## src/design/source_char_lexer_defines.svh

```systemverilog
// Assertion macros shared by the lexer modules.
`ifndef SOURCE_CHAR_LEXER_DEFINES_SVH
`define SOURCE_CHAR_LEXER_DEFINES_SVH

`ifndef SYNTH
// Checked while out of reset.
`define SCL_ASSERT(lbl, prop, msg) \
    lbl: assert property (@(posedge aclk) disable iff (!aresetn) prop) else $error(msg);
// Checked on every edge, reset included.
`define SCL_ASSERT_RST(lbl, prop, msg) \
    lbl: assert property (@(posedge aclk) prop) else $error(msg);
`else
`define SCL_ASSERT(lbl, prop, msg)
`define SCL_ASSERT_RST(lbl, prop, msg)
`endif

`endif

```

## src/design/scl_pkg.sv

```systemverilog
// Types, codes and helpers shared by the source character lexer.
package scl_pkg;

    localparam int MAX_SOURCE_BYTES = 65536;
    localparam int POS_CAP_INT = (MAX_SOURCE_BYTES - 1 < 65535) ? MAX_SOURCE_BYTES - 1 : 65535;
    localparam logic [15:0] POS_CAP = 16'(POS_CAP_INT);

    localparam int Q_DEPTH = 4;
    localparam int Q_AW = $clog2(Q_DEPTH);

    // Token kinds.
    localparam logic [4:0] KIND_LPAREN       = 5'd0;
    localparam logic [4:0] KIND_RPAREN       = 5'd1;
    localparam logic [4:0] KIND_LBRACE       = 5'd2;
    localparam logic [4:0] KIND_RBRACE       = 5'd3;
    localparam logic [4:0] KIND_SEMI         = 5'd4;
    localparam logic [4:0] KIND_COMMA        = 5'd5;
    localparam logic [4:0] KIND_DOT          = 5'd6;
    localparam logic [4:0] KIND_MINUS        = 5'd7;
    localparam logic [4:0] KIND_PLUS         = 5'd8;
    localparam logic [4:0] KIND_SLASH        = 5'd9;
    localparam logic [4:0] KIND_STAR         = 5'd10;
    localparam logic [4:0] KIND_BANG         = 5'd11;
    localparam logic [4:0] KIND_EQUAL        = 5'd13;
    localparam logic [4:0] KIND_GREATER      = 5'd15;
    localparam logic [4:0] KIND_LESS         = 5'd17;
    localparam logic [4:0] KIND_NUMBER       = 5'd19;
    localparam logic [4:0] KIND_STRING       = 5'd20;
    localparam logic [4:0] KIND_EOF          = 5'd21;
    localparam logic [4:0] KIND_UNEXPECTED   = 5'd22;
    localparam logic [4:0] KIND_UNTERMINATED = 5'd23;

    // Character codes.
    localparam logic [7:0] CH_TAB    = 8'h09;
    localparam logic [7:0] CH_LF     = 8'h0A;
    localparam logic [7:0] CH_CR     = 8'h0D;
    localparam logic [7:0] CH_SPACE  = 8'h20;
    localparam logic [7:0] CH_BANG   = 8'h21;
    localparam logic [7:0] CH_QUOTE  = 8'h22;
    localparam logic [7:0] CH_LPAREN = 8'h28;
    localparam logic [7:0] CH_RPAREN = 8'h29;
    localparam logic [7:0] CH_STAR   = 8'h2A;
    localparam logic [7:0] CH_PLUS   = 8'h2B;
    localparam logic [7:0] CH_COMMA  = 8'h2C;
    localparam logic [7:0] CH_MINUS  = 8'h2D;
    localparam logic [7:0] CH_DOT    = 8'h2E;
    localparam logic [7:0] CH_SLASH  = 8'h2F;
    localparam logic [7:0] CH_0      = 8'h30;
    localparam logic [7:0] CH_9      = 8'h39;
    localparam logic [7:0] CH_SEMI   = 8'h3B;
    localparam logic [7:0] CH_LT     = 8'h3C;
    localparam logic [7:0] CH_EQ     = 8'h3D;
    localparam logic [7:0] CH_GT     = 8'h3E;
    localparam logic [7:0] CH_LBRACE = 8'h7B;
    localparam logic [7:0] CH_RBRACE = 8'h7D;

    typedef enum logic [3:0] {
        MODE_IDLE     = 4'd0,
        MODE_SLASH    = 4'd1,
        MODE_COMMENT  = 4'd2,
        MODE_BANG     = 4'd3,
        MODE_EQUAL    = 4'd4,
        MODE_LESS     = 4'd5,
        MODE_GREATER  = 4'd6,
        MODE_NUM_INT  = 4'd7,
        MODE_NUM_DOT  = 4'd8,
        MODE_NUM_FRAC = 4'd9,
        MODE_STRING   = 4'd10
    } mode_t;

    typedef struct packed {
        logic [4:0]  kind;
        logic [15:0] start;
        logic [15:0] len;
    } tok_t;

    // All results caused by one input byte; they share one line number.
    typedef struct packed {
        logic [1:0]  cnt;
        tok_t [2:0]  tok;
        logic [15:0] line;
    } grp_t;

    typedef struct packed {
        logic nonempty;
        logic full;
    } q_stat_t;

    function automatic logic [15:0] sat_sub(input logic [16:0] a, input logic [16:0] b);
        logic [16:0] diff;
        diff = a - b;
        return (a > b) ? diff[15:0] : 16'd0;
    endfunction

    // Single-character kind of a held operator.
    function automatic logic [4:0] pending_single(input mode_t m);
        case (m)
            MODE_BANG:  return KIND_BANG;
            MODE_EQUAL: return KIND_EQUAL;
            MODE_LESS:  return KIND_LESS;
            default:    return KIND_GREATER;
        endcase
    endfunction

endpackage

```

## src/design/source_char_lexer.sv

```systemverilog
// Top level of the streaming source character lexer.
// Throughput: one source byte per cycle unless the queue is full; a byte's tokens leave in turn.
// A byte's tokens enter the queue when it is accepted, then load into the output register.
// The four-group queue between scanner and output stage sets how long input may run ahead.
// Reset: synchronous, active low; clears scan mode, offsets, queue and output; sets the line count to one.
module source_char_lexer (
    input  logic        aclk,
    input  logic        aresetn,
    // Input channel.
    input  logic        s_tvalid,
    output logic        s_tready,
    input  logic [7:0]  s_tdata,    // [7:0] char_code
    input  logic        s_tlast,    // is_end: end of source, no character
    // Result channel.
    output logic        m_tvalid,
    input  logic        m_tready,
    output logic [55:0] m_tdata,    // [4:0] token_kind, [20:5] start_offset,
                                    // [36:21] token_length, [52:37] line_number, rest zero
    output logic        m_tlast     // last_of_run: final token caused by one request
);

    // The scanner works at the byte rate and drops each byte's tokens into the
    // queue as one group; the output stage splits the groups back into tokens.
    // Input stalls only when the queue is full.
    scl_pkg::q_stat_t q_stat;
    scl_pkg::grp_t    push_data, pop_data;
    logic             push, pop;
    scl_pkg::tok_t    out_tok;
    logic [15:0]      out_line;

    scl_front u_front (
        .aclk      (aclk),
        .aresetn   (aresetn),
        .in_valid  (s_tvalid),
        .in_ready  (s_tready),
        .char_code (s_tdata),
        .is_end    (s_tlast),
        .q_stat    (q_stat),
        .push      (push),
        .push_data (push_data)
    );

    scl_queue u_queue (
        .aclk      (aclk),
        .aresetn   (aresetn),
        .push      (push),
        .push_data (push_data),
        .pop       (pop),
        .pop_data  (pop_data),
        .stat      (q_stat)
    );

    scl_back u_back (
        .aclk      (aclk),
        .aresetn   (aresetn),
        .q_stat    (q_stat),
        .q_data    (pop_data),
        .pop       (pop),
        .out_valid (m_tvalid),
        .out_ready (m_tready),
        .out_tok   (out_tok),
        .out_line  (out_line),
        .out_last  (m_tlast)
    );

    // Pack the token fields from the lowest bit up, padded to whole bytes.
    assign m_tdata = {3'b000, out_line, out_tok.len, out_tok.start, out_tok.kind};

endmodule

```

## src/design/scl_front.sv

```systemverilog
// Scanner front end: takes one byte per request and forms its token group.
module scl_front (
    input  logic           aclk,
    input  logic           aresetn,
    input  logic           in_valid,
    output logic           in_ready,
    input  logic [7:0]     char_code,
    input  logic           is_end,
    input  scl_pkg::q_stat_t q_stat,
    output logic           push,
    output scl_pkg::grp_t  push_data
);

    scl_pkg::mode_t mode_reg, mode_next;
    logic [15:0] pos_reg, pos_next;
    logic [15:0] line_reg, line_next;
    logic [15:0] tb_reg, tb_next;

    logic        accept;
    logic [15:0] dotpos;
    logic [15:0] len_p, len_dot, len_str;
    logic        again, bump;
    logic [2:0]  ev;
    scl_pkg::tok_t [2:0] et;
    logic [1:0]  n;

    assign in_ready = !q_stat.full;
    assign accept   = in_valid && in_ready;

    assign dotpos  = (pos_reg != 16'd0) ? pos_reg - 16'd1 : 16'd0;
    assign len_p   = scl_pkg::sat_sub({1'b0, pos_reg}, {1'b0, tb_reg});
    assign len_dot = scl_pkg::sat_sub({1'b0, dotpos}, {1'b0, tb_reg});
    assign len_str = scl_pkg::sat_sub({1'b0, pos_reg} + 17'd1, {1'b0, tb_reg});

    always_comb begin
        mode_next = mode_reg;
        tb_next   = tb_reg;
        pos_next  = (pos_reg < scl_pkg::POS_CAP) ? pos_reg + 16'd1 : pos_reg;
        again     = 1'b0;
        bump      = 1'b0;
        ev        = '0;
        et        = '0;

        if (is_end) begin
            // Flush whatever is held, then EOF and back to the reset state.
            case (mode_reg)
                scl_pkg::MODE_SLASH: begin
                    ev[0] = 1'b1;
                    et[0] = '{scl_pkg::KIND_SLASH, tb_reg, 16'd1};
                end
                scl_pkg::MODE_BANG, scl_pkg::MODE_EQUAL,
                scl_pkg::MODE_LESS, scl_pkg::MODE_GREATER: begin
                    ev[0] = 1'b1;
                    et[0] = '{scl_pkg::pending_single(mode_reg), tb_reg, 16'd1};
                end
                scl_pkg::MODE_NUM_INT, scl_pkg::MODE_NUM_FRAC: begin
                    ev[0] = 1'b1;
                    et[0] = '{scl_pkg::KIND_NUMBER, tb_reg, len_p};
                end
                scl_pkg::MODE_NUM_DOT: begin
                    ev[0] = 1'b1;
                    et[0] = '{scl_pkg::KIND_NUMBER, tb_reg, len_dot};
                    ev[1] = 1'b1;
                    et[1] = '{scl_pkg::KIND_DOT, dotpos, 16'd1};
                end
                scl_pkg::MODE_STRING: begin
                    ev[0] = 1'b1;
                    et[0] = '{scl_pkg::KIND_UNTERMINATED, tb_reg, len_p};
                end
                default: begin
                end
            endcase
            ev[2]     = 1'b1;
            et[2]     = '{scl_pkg::KIND_EOF, pos_reg, 16'd0};
            mode_next = scl_pkg::MODE_IDLE;
            tb_next   = 16'd0;
            pos_next  = 16'd0;
        end else begin
            case (mode_reg)
                scl_pkg::MODE_SLASH: begin
                    if (char_code == scl_pkg::CH_SLASH) begin
                        mode_next = scl_pkg::MODE_COMMENT;
                    end else begin
                        ev[0] = 1'b1;
                        et[0] = '{scl_pkg::KIND_SLASH, tb_reg, 16'd1};
                        again = 1'b1;
                    end
                end
                scl_pkg::MODE_COMMENT: begin
                    if (char_code == scl_pkg::CH_LF) begin
                        bump      = 1'b1;
                        mode_next = scl_pkg::MODE_IDLE;
                    end
                end
                scl_pkg::MODE_BANG, scl_pkg::MODE_EQUAL,
                scl_pkg::MODE_LESS, scl_pkg::MODE_GREATER: begin
                    ev[0] = 1'b1;
                    if (char_code == scl_pkg::CH_EQ) begin
                        et[0] = '{scl_pkg::pending_single(mode_reg) + 5'd1, tb_reg, 16'd2};
                        mode_next = scl_pkg::MODE_IDLE;
                    end else begin
                        et[0] = '{scl_pkg::pending_single(mode_reg), tb_reg, 16'd1};
                        again = 1'b1;
                    end
                end
                scl_pkg::MODE_NUM_INT: begin
                    if (char_code inside {[scl_pkg::CH_0:scl_pkg::CH_9]}) begin
                        mode_next = scl_pkg::MODE_NUM_INT;
                    end else if (char_code == scl_pkg::CH_DOT) begin
                        mode_next = scl_pkg::MODE_NUM_DOT;
                    end else begin
                        ev[0] = 1'b1;
                        et[0] = '{scl_pkg::KIND_NUMBER, tb_reg, len_p};
                        again = 1'b1;
                    end
                end
                scl_pkg::MODE_NUM_DOT: begin
                    if (char_code inside {[scl_pkg::CH_0:scl_pkg::CH_9]}) begin
                        mode_next = scl_pkg::MODE_NUM_FRAC;
                    end else begin
                        // The dot did not open a fraction: it is a token of its own.
                        ev[0] = 1'b1;
                        et[0] = '{scl_pkg::KIND_NUMBER, tb_reg, len_dot};
                        ev[1] = 1'b1;
                        et[1] = '{scl_pkg::KIND_DOT, dotpos, 16'd1};
                        again = 1'b1;
                    end
                end
                scl_pkg::MODE_NUM_FRAC: begin
                    if (!(char_code inside {[scl_pkg::CH_0:scl_pkg::CH_9]})) begin
                        ev[0] = 1'b1;
                        et[0] = '{scl_pkg::KIND_NUMBER, tb_reg, len_p};
                        again = 1'b1;
                    end
                end
                scl_pkg::MODE_STRING: begin
                    if (char_code == scl_pkg::CH_QUOTE) begin
                        ev[0] = 1'b1;
                        et[0] = '{scl_pkg::KIND_STRING, tb_reg, len_str};
                        mode_next = scl_pkg::MODE_IDLE;
                    end else if (char_code == scl_pkg::CH_LF) begin
                        bump = 1'b1;
                    end
                end
                default: begin
                    again = 1'b1;
                end
            endcase

            // The byte starts something new.
            if (again) begin
                mode_next = scl_pkg::MODE_IDLE;
                case (char_code)
                    scl_pkg::CH_SPACE, scl_pkg::CH_CR, scl_pkg::CH_TAB: begin
                    end
                    scl_pkg::CH_LF: begin
                        bump = 1'b1;
                    end
                    scl_pkg::CH_LPAREN: begin
                        ev[2] = 1'b1;
                        et[2] = '{scl_pkg::KIND_LPAREN, pos_reg, 16'd1};
                    end
                    scl_pkg::CH_RPAREN: begin
                        ev[2] = 1'b1;
                        et[2] = '{scl_pkg::KIND_RPAREN, pos_reg, 16'd1};
                    end
                    scl_pkg::CH_LBRACE: begin
                        ev[2] = 1'b1;
                        et[2] = '{scl_pkg::KIND_LBRACE, pos_reg, 16'd1};
                    end
                    scl_pkg::CH_RBRACE: begin
                        ev[2] = 1'b1;
                        et[2] = '{scl_pkg::KIND_RBRACE, pos_reg, 16'd1};
                    end
                    scl_pkg::CH_SEMI: begin
                        ev[2] = 1'b1;
                        et[2] = '{scl_pkg::KIND_SEMI, pos_reg, 16'd1};
                    end
                    scl_pkg::CH_COMMA: begin
                        ev[2] = 1'b1;
                        et[2] = '{scl_pkg::KIND_COMMA, pos_reg, 16'd1};
                    end
                    scl_pkg::CH_DOT: begin
                        ev[2] = 1'b1;
                        et[2] = '{scl_pkg::KIND_DOT, pos_reg, 16'd1};
                    end
                    scl_pkg::CH_MINUS: begin
                        ev[2] = 1'b1;
                        et[2] = '{scl_pkg::KIND_MINUS, pos_reg, 16'd1};
                    end
                    scl_pkg::CH_PLUS: begin
                        ev[2] = 1'b1;
                        et[2] = '{scl_pkg::KIND_PLUS, pos_reg, 16'd1};
                    end
                    scl_pkg::CH_STAR: begin
                        ev[2] = 1'b1;
                        et[2] = '{scl_pkg::KIND_STAR, pos_reg, 16'd1};
                    end
                    scl_pkg::CH_SLASH: begin
                        mode_next = scl_pkg::MODE_SLASH;
                        tb_next   = pos_reg;
                    end
                    scl_pkg::CH_BANG: begin
                        mode_next = scl_pkg::MODE_BANG;
                        tb_next   = pos_reg;
                    end
                    scl_pkg::CH_EQ: begin
                        mode_next = scl_pkg::MODE_EQUAL;
                        tb_next   = pos_reg;
                    end
                    scl_pkg::CH_LT: begin
                        mode_next = scl_pkg::MODE_LESS;
                        tb_next   = pos_reg;
                    end
                    scl_pkg::CH_GT: begin
                        mode_next = scl_pkg::MODE_GREATER;
                        tb_next   = pos_reg;
                    end
                    scl_pkg::CH_QUOTE: begin
                        mode_next = scl_pkg::MODE_STRING;
                        tb_next   = pos_reg;
                    end
                    default: begin
                        if (char_code inside {[scl_pkg::CH_0:scl_pkg::CH_9]}) begin
                            mode_next = scl_pkg::MODE_NUM_INT;
                            tb_next   = pos_reg;
                        end else begin
                            ev[2] = 1'b1;
                            et[2] = '{scl_pkg::KIND_UNEXPECTED, pos_reg, 16'd1};
                        end
                    end
                endcase
            end
        end

        if (is_end) begin
            line_next = 16'd1;
        end else if (bump && line_reg != 16'hFFFF) begin
            line_next = line_reg + 16'd1;
        end else begin
            line_next = line_reg;
        end
    end

    // Pack the emitted tokens into consecutive slots, in emission order.
    always_comb begin
        n         = 2'd0;
        push_data = '0;
        for (int i = 0; i < 3; i++) begin
            if (ev[i]) begin
                push_data.tok[n] = et[i];
                n = n + 2'd1;
            end
        end
        push_data.cnt  = n;
        push_data.line = line_reg;
    end

    assign push = accept && (ev != 3'b000);

    always_ff @(posedge aclk) begin
        if (!aresetn) begin
            mode_reg <= scl_pkg::MODE_IDLE;
            pos_reg  <= 16'd0;
            line_reg <= 16'd1;
            tb_reg   <= 16'd0;
        end else if (accept) begin
            mode_reg <= mode_next;
            pos_reg  <= pos_next;
            line_reg <= line_next;
            tb_reg   <= tb_next;
        end
    end

endmodule

```

## src/design/scl_queue.sv

```systemverilog
// Short queue of token groups between the scanner and the output stage.
`include "source_char_lexer_defines.svh"

module scl_queue (
    input  logic             aclk,
    input  logic             aresetn,
    input  logic             push,
    input  scl_pkg::grp_t    push_data,
    input  logic             pop,
    output scl_pkg::grp_t    pop_data,
    output scl_pkg::q_stat_t stat
);

    scl_pkg::grp_t mem_reg [scl_pkg::Q_DEPTH];
    logic [scl_pkg::Q_AW-1:0] wr_ptr_reg, rd_ptr_reg;
    logic [scl_pkg::Q_AW:0]   count_reg, count_next;
    logic do_push, do_pop;

    assign stat.full     = (count_reg == (scl_pkg::Q_AW + 1)'(scl_pkg::Q_DEPTH));
    assign stat.nonempty = (count_reg != '0);
    assign do_push       = push && !stat.full;
    assign do_pop        = pop && stat.nonempty;
    assign pop_data      = mem_reg[rd_ptr_reg];

    always_comb begin
        count_next = count_reg;
        if (do_push && !do_pop) begin
            count_next = count_reg + 1'b1;
        end else if (do_pop && !do_push) begin
            count_next = count_reg - 1'b1;
        end
    end

    always_ff @(posedge aclk) begin
        if (do_push) begin
            mem_reg[wr_ptr_reg] <= push_data;
        end
    end

    always_ff @(posedge aclk) begin
        if (!aresetn) begin
            wr_ptr_reg <= '0;
            rd_ptr_reg <= '0;
            count_reg  <= '0;
        end else begin
            if (do_push) begin
                wr_ptr_reg <= wr_ptr_reg + 1'b1;
            end
            if (do_pop) begin
                rd_ptr_reg <= rd_ptr_reg + 1'b1;
            end
            count_reg <= count_next;
        end
    end

    `SCL_ASSERT(a_no_push_full, !(push && stat.full), "group pushed into a full queue")
    `SCL_ASSERT(a_count_bound, count_reg <= (scl_pkg::Q_AW + 1)'(scl_pkg::Q_DEPTH), "queue count beyond depth")
    `SCL_ASSERT(a_ptr_track, (wr_ptr_reg - rd_ptr_reg) == count_reg[scl_pkg::Q_AW-1:0], "queue pointers disagree with count")
    `SCL_ASSERT_RST(a_reset_empty, !aresetn |=> count_reg == '0, "queue not empty after reset")

endmodule

```

## src/design/scl_back.sv

```systemverilog
// Output stage: hands out the tokens of each queued group one per cycle while out_ready is high.
`include "source_char_lexer_defines.svh"

module scl_back (
    input  logic             aclk,
    input  logic             aresetn,
    input  scl_pkg::q_stat_t q_stat,
    input  scl_pkg::grp_t    q_data,
    output logic             pop,
    output logic             out_valid,
    input  logic             out_ready,
    output scl_pkg::tok_t    out_tok,
    output logic [15:0]      out_line,
    output logic             out_last
);

    scl_pkg::grp_t cur_reg;
    logic [1:0]    idx_reg;
    logic          valid_reg;
    logic          take, last, load;

    assign last = (idx_reg == cur_reg.cnt - 2'd1);
    assign take = valid_reg && out_ready;
    assign load = q_stat.nonempty && (!valid_reg || (take && last));
    assign pop  = load;

    assign out_valid = valid_reg;
    assign out_tok   = cur_reg.tok[idx_reg];
    assign out_line  = cur_reg.line;
    assign out_last  = last;

    always_ff @(posedge aclk) begin
        if (load) begin
            cur_reg <= q_data;
        end
    end

    always_ff @(posedge aclk) begin
        if (!aresetn) begin
            valid_reg <= 1'b0;
            idx_reg   <= 2'd0;
        end else if (load) begin
            valid_reg <= 1'b1;
            idx_reg   <= 2'd0;
        end else if (take) begin
            if (last) begin
                valid_reg <= 1'b0;
            end else begin
                idx_reg <= idx_reg + 2'd1;
            end
        end
    end

    `SCL_ASSERT(a_idx_in_group, valid_reg |-> (idx_reg < cur_reg.cnt), "token index past end of group")

endmodule

```

## config.mk

```make
export PLATFORM = sky130hd
export DESIGN_NAME = source_char_lexer
export DESIGN_NICKNAME = d
export VERILOG_FILES = /design/src/design/scl_pkg.sv /design/src/design/source_char_lexer.sv /design/src/design/scl_front.sv /design/src/design/scl_queue.sv /design/src/design/scl_back.sv
export VERILOG_INCLUDE_DIRS = /design/src /design/src/design
export SDC_FILE = /design/constraint.sdc
export NUM_CORES = 1
export LEC_CHECK = 0
export BUFFER_PORTS_ARGS = -buffer_cell sky130_fd_sc_hd__buf_2
export CAP_MARGIN = 25
export CORE_ASPECT_RATIO = 2
export CORE_MARGIN = 2
export CORE_UTILIZATION = 44
export CTS_CLUSTER_DIAMETER = 80
export CTS_CLUSTER_SIZE = 20
export DETAILED_ROUTE_END_ITERATION = 8
export MAX_ROUTING_LAYER = met4
export PLACE_DENSITY = 0.68
export SETUP_SLACK_MARGIN = 0.15
export SLEW_MARGIN = 20
export SYNTH_ARGS = -nofsm -noshare
export SYNTH_HDL_FRONTEND = slang
export SYNTH_SLANG_ARGS = --single-unit
```

## constraint.sdc

```tcl
create_clock -name aclk -period 16.4 [get_ports aclk]
set_input_delay 1.64 -clock aclk [delete_from_list [all_inputs] [get_ports aclk]]
set_output_delay 1.64 -clock aclk [all_outputs]
set_load 0.02 [all_outputs]
```

==> results.md, run 1 <==
* Status: complete, no violations
* Post-CTS sizing at 0
* Worst path most repeated cell: nor2_1
* Core Box Area at about 59,000 um^2
* Final Cycle Share at a little over a third
* Leak Pwr at ~9.5 nW
* Multi-input gate area at slightly above 9000 um^2
* Synth top area share at 57.21%
* Power Total at 3.746 mW
* Peak supply drop at ~0.000076 V
* TritonCTS Buffers at 34
* Worst slew pin tran at between 1 and 1.5 ns
* RSZ-0062 raised after global routing: no
* DIE AREA at between 60,000 and 70,000 um^2
* Yosys cell types at 75
* Clk_lat worst skew at 0.55 ns
* Number of max-cap violations at 0
* Syn-to-layout area delta at 7.912%
* Critical path peak fanout at 19
* GR Util All Layers at around a fifth
* GPL Wtd Cong at 0.9735
* Via Count at between 15k and 20k
* Max reg flops at roughly 400
* Number of synthesized register bits at approximately 560
* Setup TNS at 0 ns
* Final Skew at roughly 0.023 ns
* CP max stage cell: dfxtp_1
* Largest cells by area after synthesis: edfxtp_1, mux4_2, dfxtp_1
* Non-filler cells, final at between 2k and 3k
* FF+latch area at roughly 16,000 um^2
* Hold Path Class: flop to flop
* WL/cell at approximately 23 um
* Critical path endpoint category: flop
* H-tree levels at 2
* Antenna violations before repair at 1
* Final WS setup at 10.55 ns
* Dominant cell type by area after synthesis: edfxtp_1
* Share of layout cells above drive strength 1 at ~13%
* Clk pin slew, worst setup/hold paths at roughly 0.090 ns
* Routed vias/inst at ~5.9
* Dpl ws at 10.05 ns
* Worst-path cell chain: or3_1, or4_1, nor2_1, and3_1, buf_4, or2_2, ha_1, inv_1, fa_1, a211oi_1, o211ai_1, a21oi_1, nor2_1, o21a_1, a21boi_0, a221oi_1, nor2_1
* Setup repair bufs after CTS at 0
* Critical Path AT at between 6 and 7 ns
* DRC errors left at 0
* Post-CTS Hold Buffers at 0
* Port Buf Inserts at 68
* Crit Path Class: flop to flop
* Detailed Place HPWL at ~44 mm
* Synthesized instance count at around 1.9k
* Yosys warning count at 0
* Tmin final at a little under 6 ns
* Slew Limit Headroom at 28.27%
* Synth Cell Area at between 20,000 and 30,000 um^2
* Clock Path Buffers at 3
* Die width at 175.8 um
* Slowest cell delay on critical path at ~0.50 ns
* GRT overflow at 0
* Initial DRC count at between 1.5k and 2k
* DIE HEIGHT at roughly 350 um
* DRT Wirelength at around 64 mm
* Setup slack, reg-to-reg at about 11 ns
* DRT antenna net count at 0
* Fin. Hold Viols at 0
* Final Core Density at roughly 48%
* Initial core utilization at 44.30%
* Pwr dens at ~130 nW/um^2
* Sequential element share of the synthesized area at between 60% and 70%
* Num rows at between 100 and 150
* Fill cells at between 5k and 6k
* Max frequency at about 170 MHz
* CTS tree: yes
* CP startpoint kind: flop
* EDFF count, synth at slightly below 500
* Predominant post-synthesis flop cell: edfxtp_1
* Asr flop ratio synth at 0%
* Setup violations, final at 0
* Syn_area_per_cell at 13.45 um^2
* I/O Pins at 72
* Initial DRT Pass Iterations at 5
* Root Driver: clkbuf_16
* Pins Over Slew Limit at 0
* Post-Place Cells at 2,677
* Crit path required time at ~17 ns
* First-pass GRT wire length at between 90 and 100 mm
* Vias in the first global route at approximately 16k
* Clock Sinks at between 500 and 600
* Final-stage net count at just over 2k
* N_diodes at 0
* Largest net degree at the start of global routing at 69
critical path, delay by kind of cell, from the launching register on:
family                     cells  cell delay [ns]
and+or+nand+nor                7             2.07
DFF                            1             0.50
AOI/OAI and AO/OA              6             1.95
adders and majority gates      2             0.62
buffers and inverters          2             0.33
cell families (layout without fill, tap and decap cells):
logic type                 Yosys count  count (layout)  share of synthesized area (%)
AOI/OAI and AO/OA                  370             370                          9.189
and+or+nand+nor                    554             554                          10.23
adders and majority gates           65              65                          3.246
buffers and inverters              175             211                          2.861
muxes                              128             128                          9.709
xor gates and xnor gates            82              82                          2.764
DFF                                557             557                          61.99
other                                1               3                        0.01443
layer usage:
layer	GRT usage, %	part of all wire, %	vias to the layer above
li1	-	-	7391
met1	28.59	42	8079
met2	34.98	50	544
met3	1.802	5.1	93
met4	6.645	3.2	0
met5	-	0	-
stage by stage:
step	hold slack (ns)	cell area, um^2
2_1_floorplan	0.4672	25990
3_3_place_gp	0.4915	27000
3_5_place_dp	0.5046	27000
4_1_cts	0.5184	28030
5_1_grt	0.5594	28040
6_report	0.5131	28040
layout make-up:
class	instances	area share (%)
Multi-Input combinational cell	1202	32.69
Timing Repair Buffer	97	1.990
Sequential cell	557	57.47
Clock inverter	3	0.1160
Clock buffer	57	3.570
Inverter	54	0.7319
Tap cell	768	3.427
cell usage after synthesis, drive strengths merged (4+ instances only):
master   instances
o21bai           4
clkbuf          68
a211o            4
dfxtp           62
and3            34
nor2b           15
o41ai           14
xnor2           43
and2            29
nand2          165
nand3b           8
o221ai           8
nor4             7
xor2            39
a31oi           19
nand2b          16
o22ai            6
o31ai           11
o211ai          11
a22oi           25
a221oi           5
a21o            19
a311oi           4
edfxtp         495
or3b             4
mux2i           27
a32oi            4
fa               4
a21oi           68
inv             54
ha              61
or4              6
a211oi           8
mux4            99
nor3            34
buf             53
o2111ai          5
nand4           11
nand3           49
nor2           149
o21ai          120
or3              9
o21a            13
or2              5
path summary, 6_finish.rpt:
kind,endpoint,cells after the start,from
hold / removal,u_queue.count_reg[2],2,u_queue.count_reg[2]
setup / recovery,u_queue.mem_reg[2][17],17,u_front.pos_reg[3]
setup reg to reg,u_queue.mem_reg[2][17],17,u_front.pos_reg[3]
hold reg to reg,u_queue.count_reg[2],2,u_queue.count_reg[2]
cell usage in the layout (no fill, tap or decap), types with 9 or more instances in the layout:
cell and instances:
edfxtp_1 495, nand2_1 165, nor2_1 149, mux4_2 99, o21ai_0 93, buf_2 68
a21oi_1 63, ha_1 61, dfxtp_1 59, inv_1 52, nand3_1 49, xnor2_1 43
xor2_1 39, clkbuf_16 37, and3_1 34, nor3_1 33, buf_4 28, o21ai_1 27
mux2i_1 27, and2_1 25, a22oi_1 25, clkbuf_1 20, a31oi_1 19, a21o_1 19
nand2b_1 16, nor2b_1 15, o21a_1 13, o41ai_1 13, o31ai_1 11, nand4_1 11
o211ai_1 10, or3_1 9
power breakdown:
part           internal [mW]  switching (mW)
registers               1.86           0.100
clock network          0.423           0.445
logic                  0.345           0.577
total                   2.62            1.12
Power figures use the tool's default switching activity.
==> run 2: changes to the inputs <==
clock period = 5.6 ns   (was 16.4 ns; I/O delays follow)
==> results.md, run 2 (synthesis gave the netlist of run 1 again) <==
* Most common cell after layout, fill and taps aside: edfxtp_1
* Fin. Hold Viols at 0
* DIE AREA at 61,130 um^2
* Syn-to-layout area delta at 8.562%
* Pins Over Slew Limit at 0
* Final Cycle Share at between 90% and 100%
* TritonCTS Buffers at 31
* Clk_lat worst skew at between 0.6 and 0.7 ns
* I/O Pins at 72
* Hold_ws at around 0.23 ns
* Slew Limit Headroom at roughly 30%
* Leak Pwr at 9.632 nW
* Initial DRT Pass Iterations at 7
* Initial DRC count at roughly 1.7k
* Critical path peak fanout at 12
* Root Driver: clkbuf_16
* First-pass GRT wire length at slightly below 100 mm
* Tmin final at between 5 and 6 ns
* Setup TNS at 0 ns
* Port Buf Inserts at a little under 70
* GRT overflow at 0
* Initial core utilization at around 44%
* Setup violations, final at 0
* Peak supply drop at just under 0.0003 V
* Worst slew pin tran at 1.048 ns
* N_diodes at 0
* Clock share of power at 21.5%
* Number of max-cap violations at 0
* Max reg flops at ~400
* RSZ-0062 raised after global routing: no
* Internal power at 7.538 mW
* Gate power share at 25.5%
* Vias in the first global route at between 15k and 20k
* H-tree levels at 1
* Post-CTS sizing at 0
* Status: complete, no violations
* Clock Sinks at around 560
* Max frequency at 197.0 MHz
* Core Box Area at roughly 60,000 um^2
* DRT Wirelength at between 60 and 70 mm
* Switching Fraction at a little under a third
* Largest net degree at the start of global routing at 70
* Post-CTS Hold Buffers at 0
* Crit Path Class: flop to flop
* Commonest non-fill, non-tap cells in the layout: edfxtp_1, nand2_1, nor2_1
* Pwr dens at around 380 nW/um^2
* Clk pin slew, worst setup/hold paths at 0.09 ns
* CP startpoint kind: flop
* Detailed Place HPWL at around 46 mm
* WL/cell at 23.72 um
* FF-to-FF path depth at 16
* Register share of total power at 52.9%
* Setup crit end: u_queue.mem_reg[2][31]
* Critical path endpoint category: flop
* Final Instance Area at approximately 28,000 um^2
* DIE HEIGHT at ~350 um
* Final-stage net count at between 2k and 2.5k
* Area after DPL at 27,310 um^2
* Crit path launch: u_front.pos_reg[1]
* DRT antenna net count at 0
* DRC errors left at 0
* Critical Path AT at ~5.4 ns
* Hold Path Class: input port to flop
* Clock Path Buffers at 3
* Via Count at 16.35k
* GPL Wtd Cong at 1.026
* Switch Pwr at between 3 and 4 mW
* Share of layout cells above drive strength 1 at roughly 14%
* Antenna violations before repair at 0
* GR Util All Layers at between 20% and 30%
* Routed vias/inst at about 5.9
* Reg-to-Reg Start: u_front.pos_reg[1]
* FF-to-FF End: u_queue.mem_reg[2][31]
* Crit path required time at 5.94 ns
* CTS tree: yes
* Final Skew at between 0.015 and 0.02 ns
* Final Core Density at between 40% and 50%
* Setup repair bufs after CTS at 0
* Setup slack, reg-to-reg at 0.52 ns
* Die width at between 150 and 200 um
* Num rows at approximately 130
-- run 2: cell types whose count changed in the layout (fill, tap and decap cells not counted), moves of 5 or more --
cell	delta
buf_4	+17
buf_12	+9
clkbuf_16	-6
clkbuf_1	+5
-- run 2: how the worst min path moves through the flow --
| stage | startpoint | endpoint | slack (ns) | cells after the start |
|---|---|---|---|---|
| 3_5_place_dp | u_queue.count_reg[2] | u_queue.count_reg[2] | 0.49 | 2 |
| 6_report | aresetn | u_front.line_reg[0] | 0.23 | 2 |
| 5_1_grt | aresetn | u_front.line_reg[0] | 0.22 | 2 |
| 4_1_cts | aresetn | u_front.line_reg[0] | 0.19 | 2 |
| 2_1_floorplan | u_queue.count_reg[2] | u_queue.count_reg[2] | 0.47 | 2 |
| 3_3_place_gp | u_queue.count_reg[2] | u_queue.count_reg[2] | 0.49 | 2 |
-- run 2: critical path, stage by stage (launching register included) --
cell and delay [ns]:
dfxtp_1 0.63, ha_1 0.35, nand4_1 0.24, nor3_1 0.50, and3_1 0.33, nand3_1 0.12, xnor2_1 0.20, ha_1 0.42
nand3_1 0.16, a211o_1 0.30, a21oi_1 0.19, o21ai_1 0.10, buf_4 0.19, o41ai_1 0.28, buf_4 0.19, a31oi_1 0.04
a211oi_1 0.55
-- run 2: layout make-up --
class | count | area, um^2
flip-flops and latches | 557 | 16110
well taps | 768 | 960.9
inverters | 54 | 205.2
fillers | 5136 | 30440
clock inverters | 2 | 25.02
repair buffers | 122 | 858.3
multi-input cells | 1202 | 9173
clock buffers | 56 | 869.6
-- run 2: layer usage --
layer	GRT usage (%)	vias to the layer above	wire length, um
li1	-	7430	-
met1	28.69	8173	26820
met2	36.29	626	32310
met3	2.152	118	3772
met4	7.742	0	2581
met5	-	-	0
-- run 2: power by group through the flow --
stage,logic [mW],registers (mW),clock network [mW]
after detailed placement,2.79,5.82,0
after global placement,2.78,5.79,0
after CTS,2.81,5.73,2.38
final,2.76,5.71,2.32
after global routing,2.98,5.79,2.52
after floorplan,2.03,5.69,0
-- run 2: metrics by stage --
step / worst slack [ns] / power (mW) / cells
after detailed placement: 0.6870 / 8.616 / 2703
after CTS: 0.6448 / 10.93 / 2761
after global routing: 0.2827 / 11.29 / 2761
final: 0.5229 / 10.80 / 2761
after floorplan: 0.2096 / 7.721 / 1934
after global placement: 0.7631 / 8.566 / 2703
==> run 3: changes to the inputs <==
==> constraint.sdc (replaced) <==
create_clock -name aclk -period 5.6 [get_ports aclk]
set_input_delay 0.84 -clock aclk [delete_from_list [all_inputs] [get_ports aclk]]
set_output_delay 0.84 -clock aclk [all_outputs]
set_load 0.02 [all_outputs]
==> results.md, run 3 (synthesis gave the netlist of run 1 again) <==
* DIE HEIGHT at approximately 350 um
* Critical Path AT at approximately 5.4 ns
* TritonCTS Buffers at 31
* GRT overflow at 0
* Port Buf Inserts at just under 70
* Setup TNS at 0 ns
* Crit path launch: u_front.pos_reg[4]
* Post-CTS Hold Buffers at 0
* Fill cells at between 5k and 6k
* Routed vias/inst at about 5.9
* FF-to-FF path depth at 15
* Clock Path Buffers at 3
* Commonest non-fill, non-tap cells in the layout: edfxtp_1, nand2_1, nor2_1
* Clk_lat worst skew at around 0.60 ns
* DRT antenna net count at 0
* Dpl ws at around 0.7 ns
* Critical path peak fanout at 23
* I/O Pins at 72
* Max frequency at about 200 MHz
* Switching Fraction at ~30%
* Max reg flops at 396
* Num rows at 126
* Clk pin slew, worst setup/hold paths at around 0.090 ns
* DIE AREA at 61,130 um^2
* Crit path required time at around 6.0 ns
* Tmin final at 5.017 ns
* Final-stage net count at around 2.1k
* Pwr dens at about 380 nW/um^2
* Hold Crit Depth at 2
* Detailed Place HPWL at around 45 mm
* Die width at roughly 180 um
* Register share of total power at between 50% and 60%
* Most common cell after layout, fill and taps aside: edfxtp_1
* DRT Wirelength at between 60 and 70 mm
* Final WS setup at about 0.58 ns
* Internal power at around 7.6 mW
* Critical path endpoint category: flop
* CP startpoint kind: flop
* Number of max-cap violations at 0
* Slew Limit Headroom at about a third
* Via Count at 16.30k
* Fin. Hold Viols at 0
* Setup repair bufs after CTS at 0
* Setup violations, final at 0
* Status: complete, no violations
* Clock Sinks at approximately 560
* Initial core utilization at 44.30%
* Initial DRC count at ~1.6k
* RSZ-0062 raised after global routing: no
* Area after DPL at 27,400 um^2
* Reg-to-Reg Start: u_front.pos_reg[4]
* Antenna violations before repair at 2
* Pins Over Slew Limit at 0
* WL/cell at 23.20 um
* Switch Pwr at between 3 and 4 mW
* First-pass GRT wire length at a little under 100 mm
* Worst slew pin tran at approximately 0.97 ns
* Clock share of power at a little over a fifth
* Core Box Area at slightly below 60,000 um^2
* Gate power share at around a quarter
* Initial DRT Pass Iterations at 6
* Post-CTS sizing at 0
* H-tree levels at 1
* Final Cycle Share at ~90%
* Syn-to-layout area delta at 8.948%
* Hold Path Class: flop to flop
* Leak Pwr at 9.688 nW
* GPL Wtd Cong at between 0.9 and 1
* GR Util All Layers at between 20% and 30%
* CTS tree: yes
* Share of layout cells above drive strength 1 at 14.71%
* DRC errors left at 0
* Final Skew at about 0.024 ns
* Peak supply drop at approximately 0.00034 V
* Final Instance Area at ~28,000 um^2
* Setup crit end: u_queue.mem_reg[3][29]
* Setup slack, reg-to-reg at a little under 0.6 ns
* Vias in the first global route at ~16k
* Crit Path Class: flop to flop
* FF-to-FF End: u_queue.mem_reg[3][29]
* Largest net degree at the start of global routing at just over 100
* Root Driver: clkbuf_16
run 3: stage by stage:
stage / util (%) / total power, mW / instances / hold WS, ns
after floorplan: - / 7.703 / 1934 / 0.4672
after global placement: 46.71 / 8.574 / 2713 / 0.4996
final: 48.27 / 10.78 / 2776 / 0.5210
after CTS: 48.25 / 10.91 / 2773 / 0.5253
after detailed placement: 46.73 / 8.616 / 2715 / 0.5111
after global routing: 48.26 / 11.30 / 2775 / 0.5443
run 3: power groups by stage:
| stage | logic (mW) | registers, mW | clock network, mW |
|---|---|---|---|
| global placement | 2.80 | 5.77 | 0 |
| global route | 3.03 | 5.76 | 2.51 |
| floorplan | 2.03 | 5.67 | 0 |
| finish | 2.79 | 5.69 | 2.31 |
| detailed placement | 2.82 | 5.79 | 0 |
| CTS | 2.84 | 5.70 | 2.37 |
run 3: layout make-up:
class                      count  area, um^2  area share [%]
antenna                        3       7.507         0.02652
clock buffer                  57       883.3           3.121
tap                          768       960.9           3.395
sequential                   557       16110           56.93
multi-input combinational   1202        9168           32.39
inverter                      54       205.2          0.7249
clock inverter                 1       8.758         0.03094
timing repair buffer         134       958.4           3.386
run 3: worst min path at each step:
stage	start	end	slack, ns
floorplan	u_queue.count_reg[2]	u_queue.count_reg[2]	0.47
global placement	u_back.out_valid	u_back.out_valid	0.50
detailed placement	u_back.out_valid	u_back.out_valid	0.51
CTS	u_back.out_valid	u_back.out_valid	0.53
global route	aresetn	u_front.line_reg[0]	0.54
finish	u_back.out_valid	u_back.out_valid	0.52
run 3: metal layers:
metal / GRT usage (%) / wire length (um) / part of all wire (%) / vias to the layer above
li1: - / - / - / 7459
met1: 28.17 / 26260 / 41 / 8118
met2: 34.89 / 31630 / 49 / 599
met3: 2.446 / 3578 / 5.6 / 125
met4: 9.293 / 2953 / 4.6 / 0
met5: - / 0 / 0 / -
run 3: critical path: stages (launching register included):
cell and delay (ns):
dfxtp_1 0.47, or3_1 0.43, or4_1 0.47, nor2_1 0.23, and3_1 0.21, buf_4 0.26
nor2_1 0.11, ha_1 0.41, a21oi_1 0.18, o211ai_1 0.21, a21oi_1 0.08, nor2_1 0.17
o21a_1 0.60, a21boi_0 0.42, nand2_1 0.10, a31oi_1 0.38
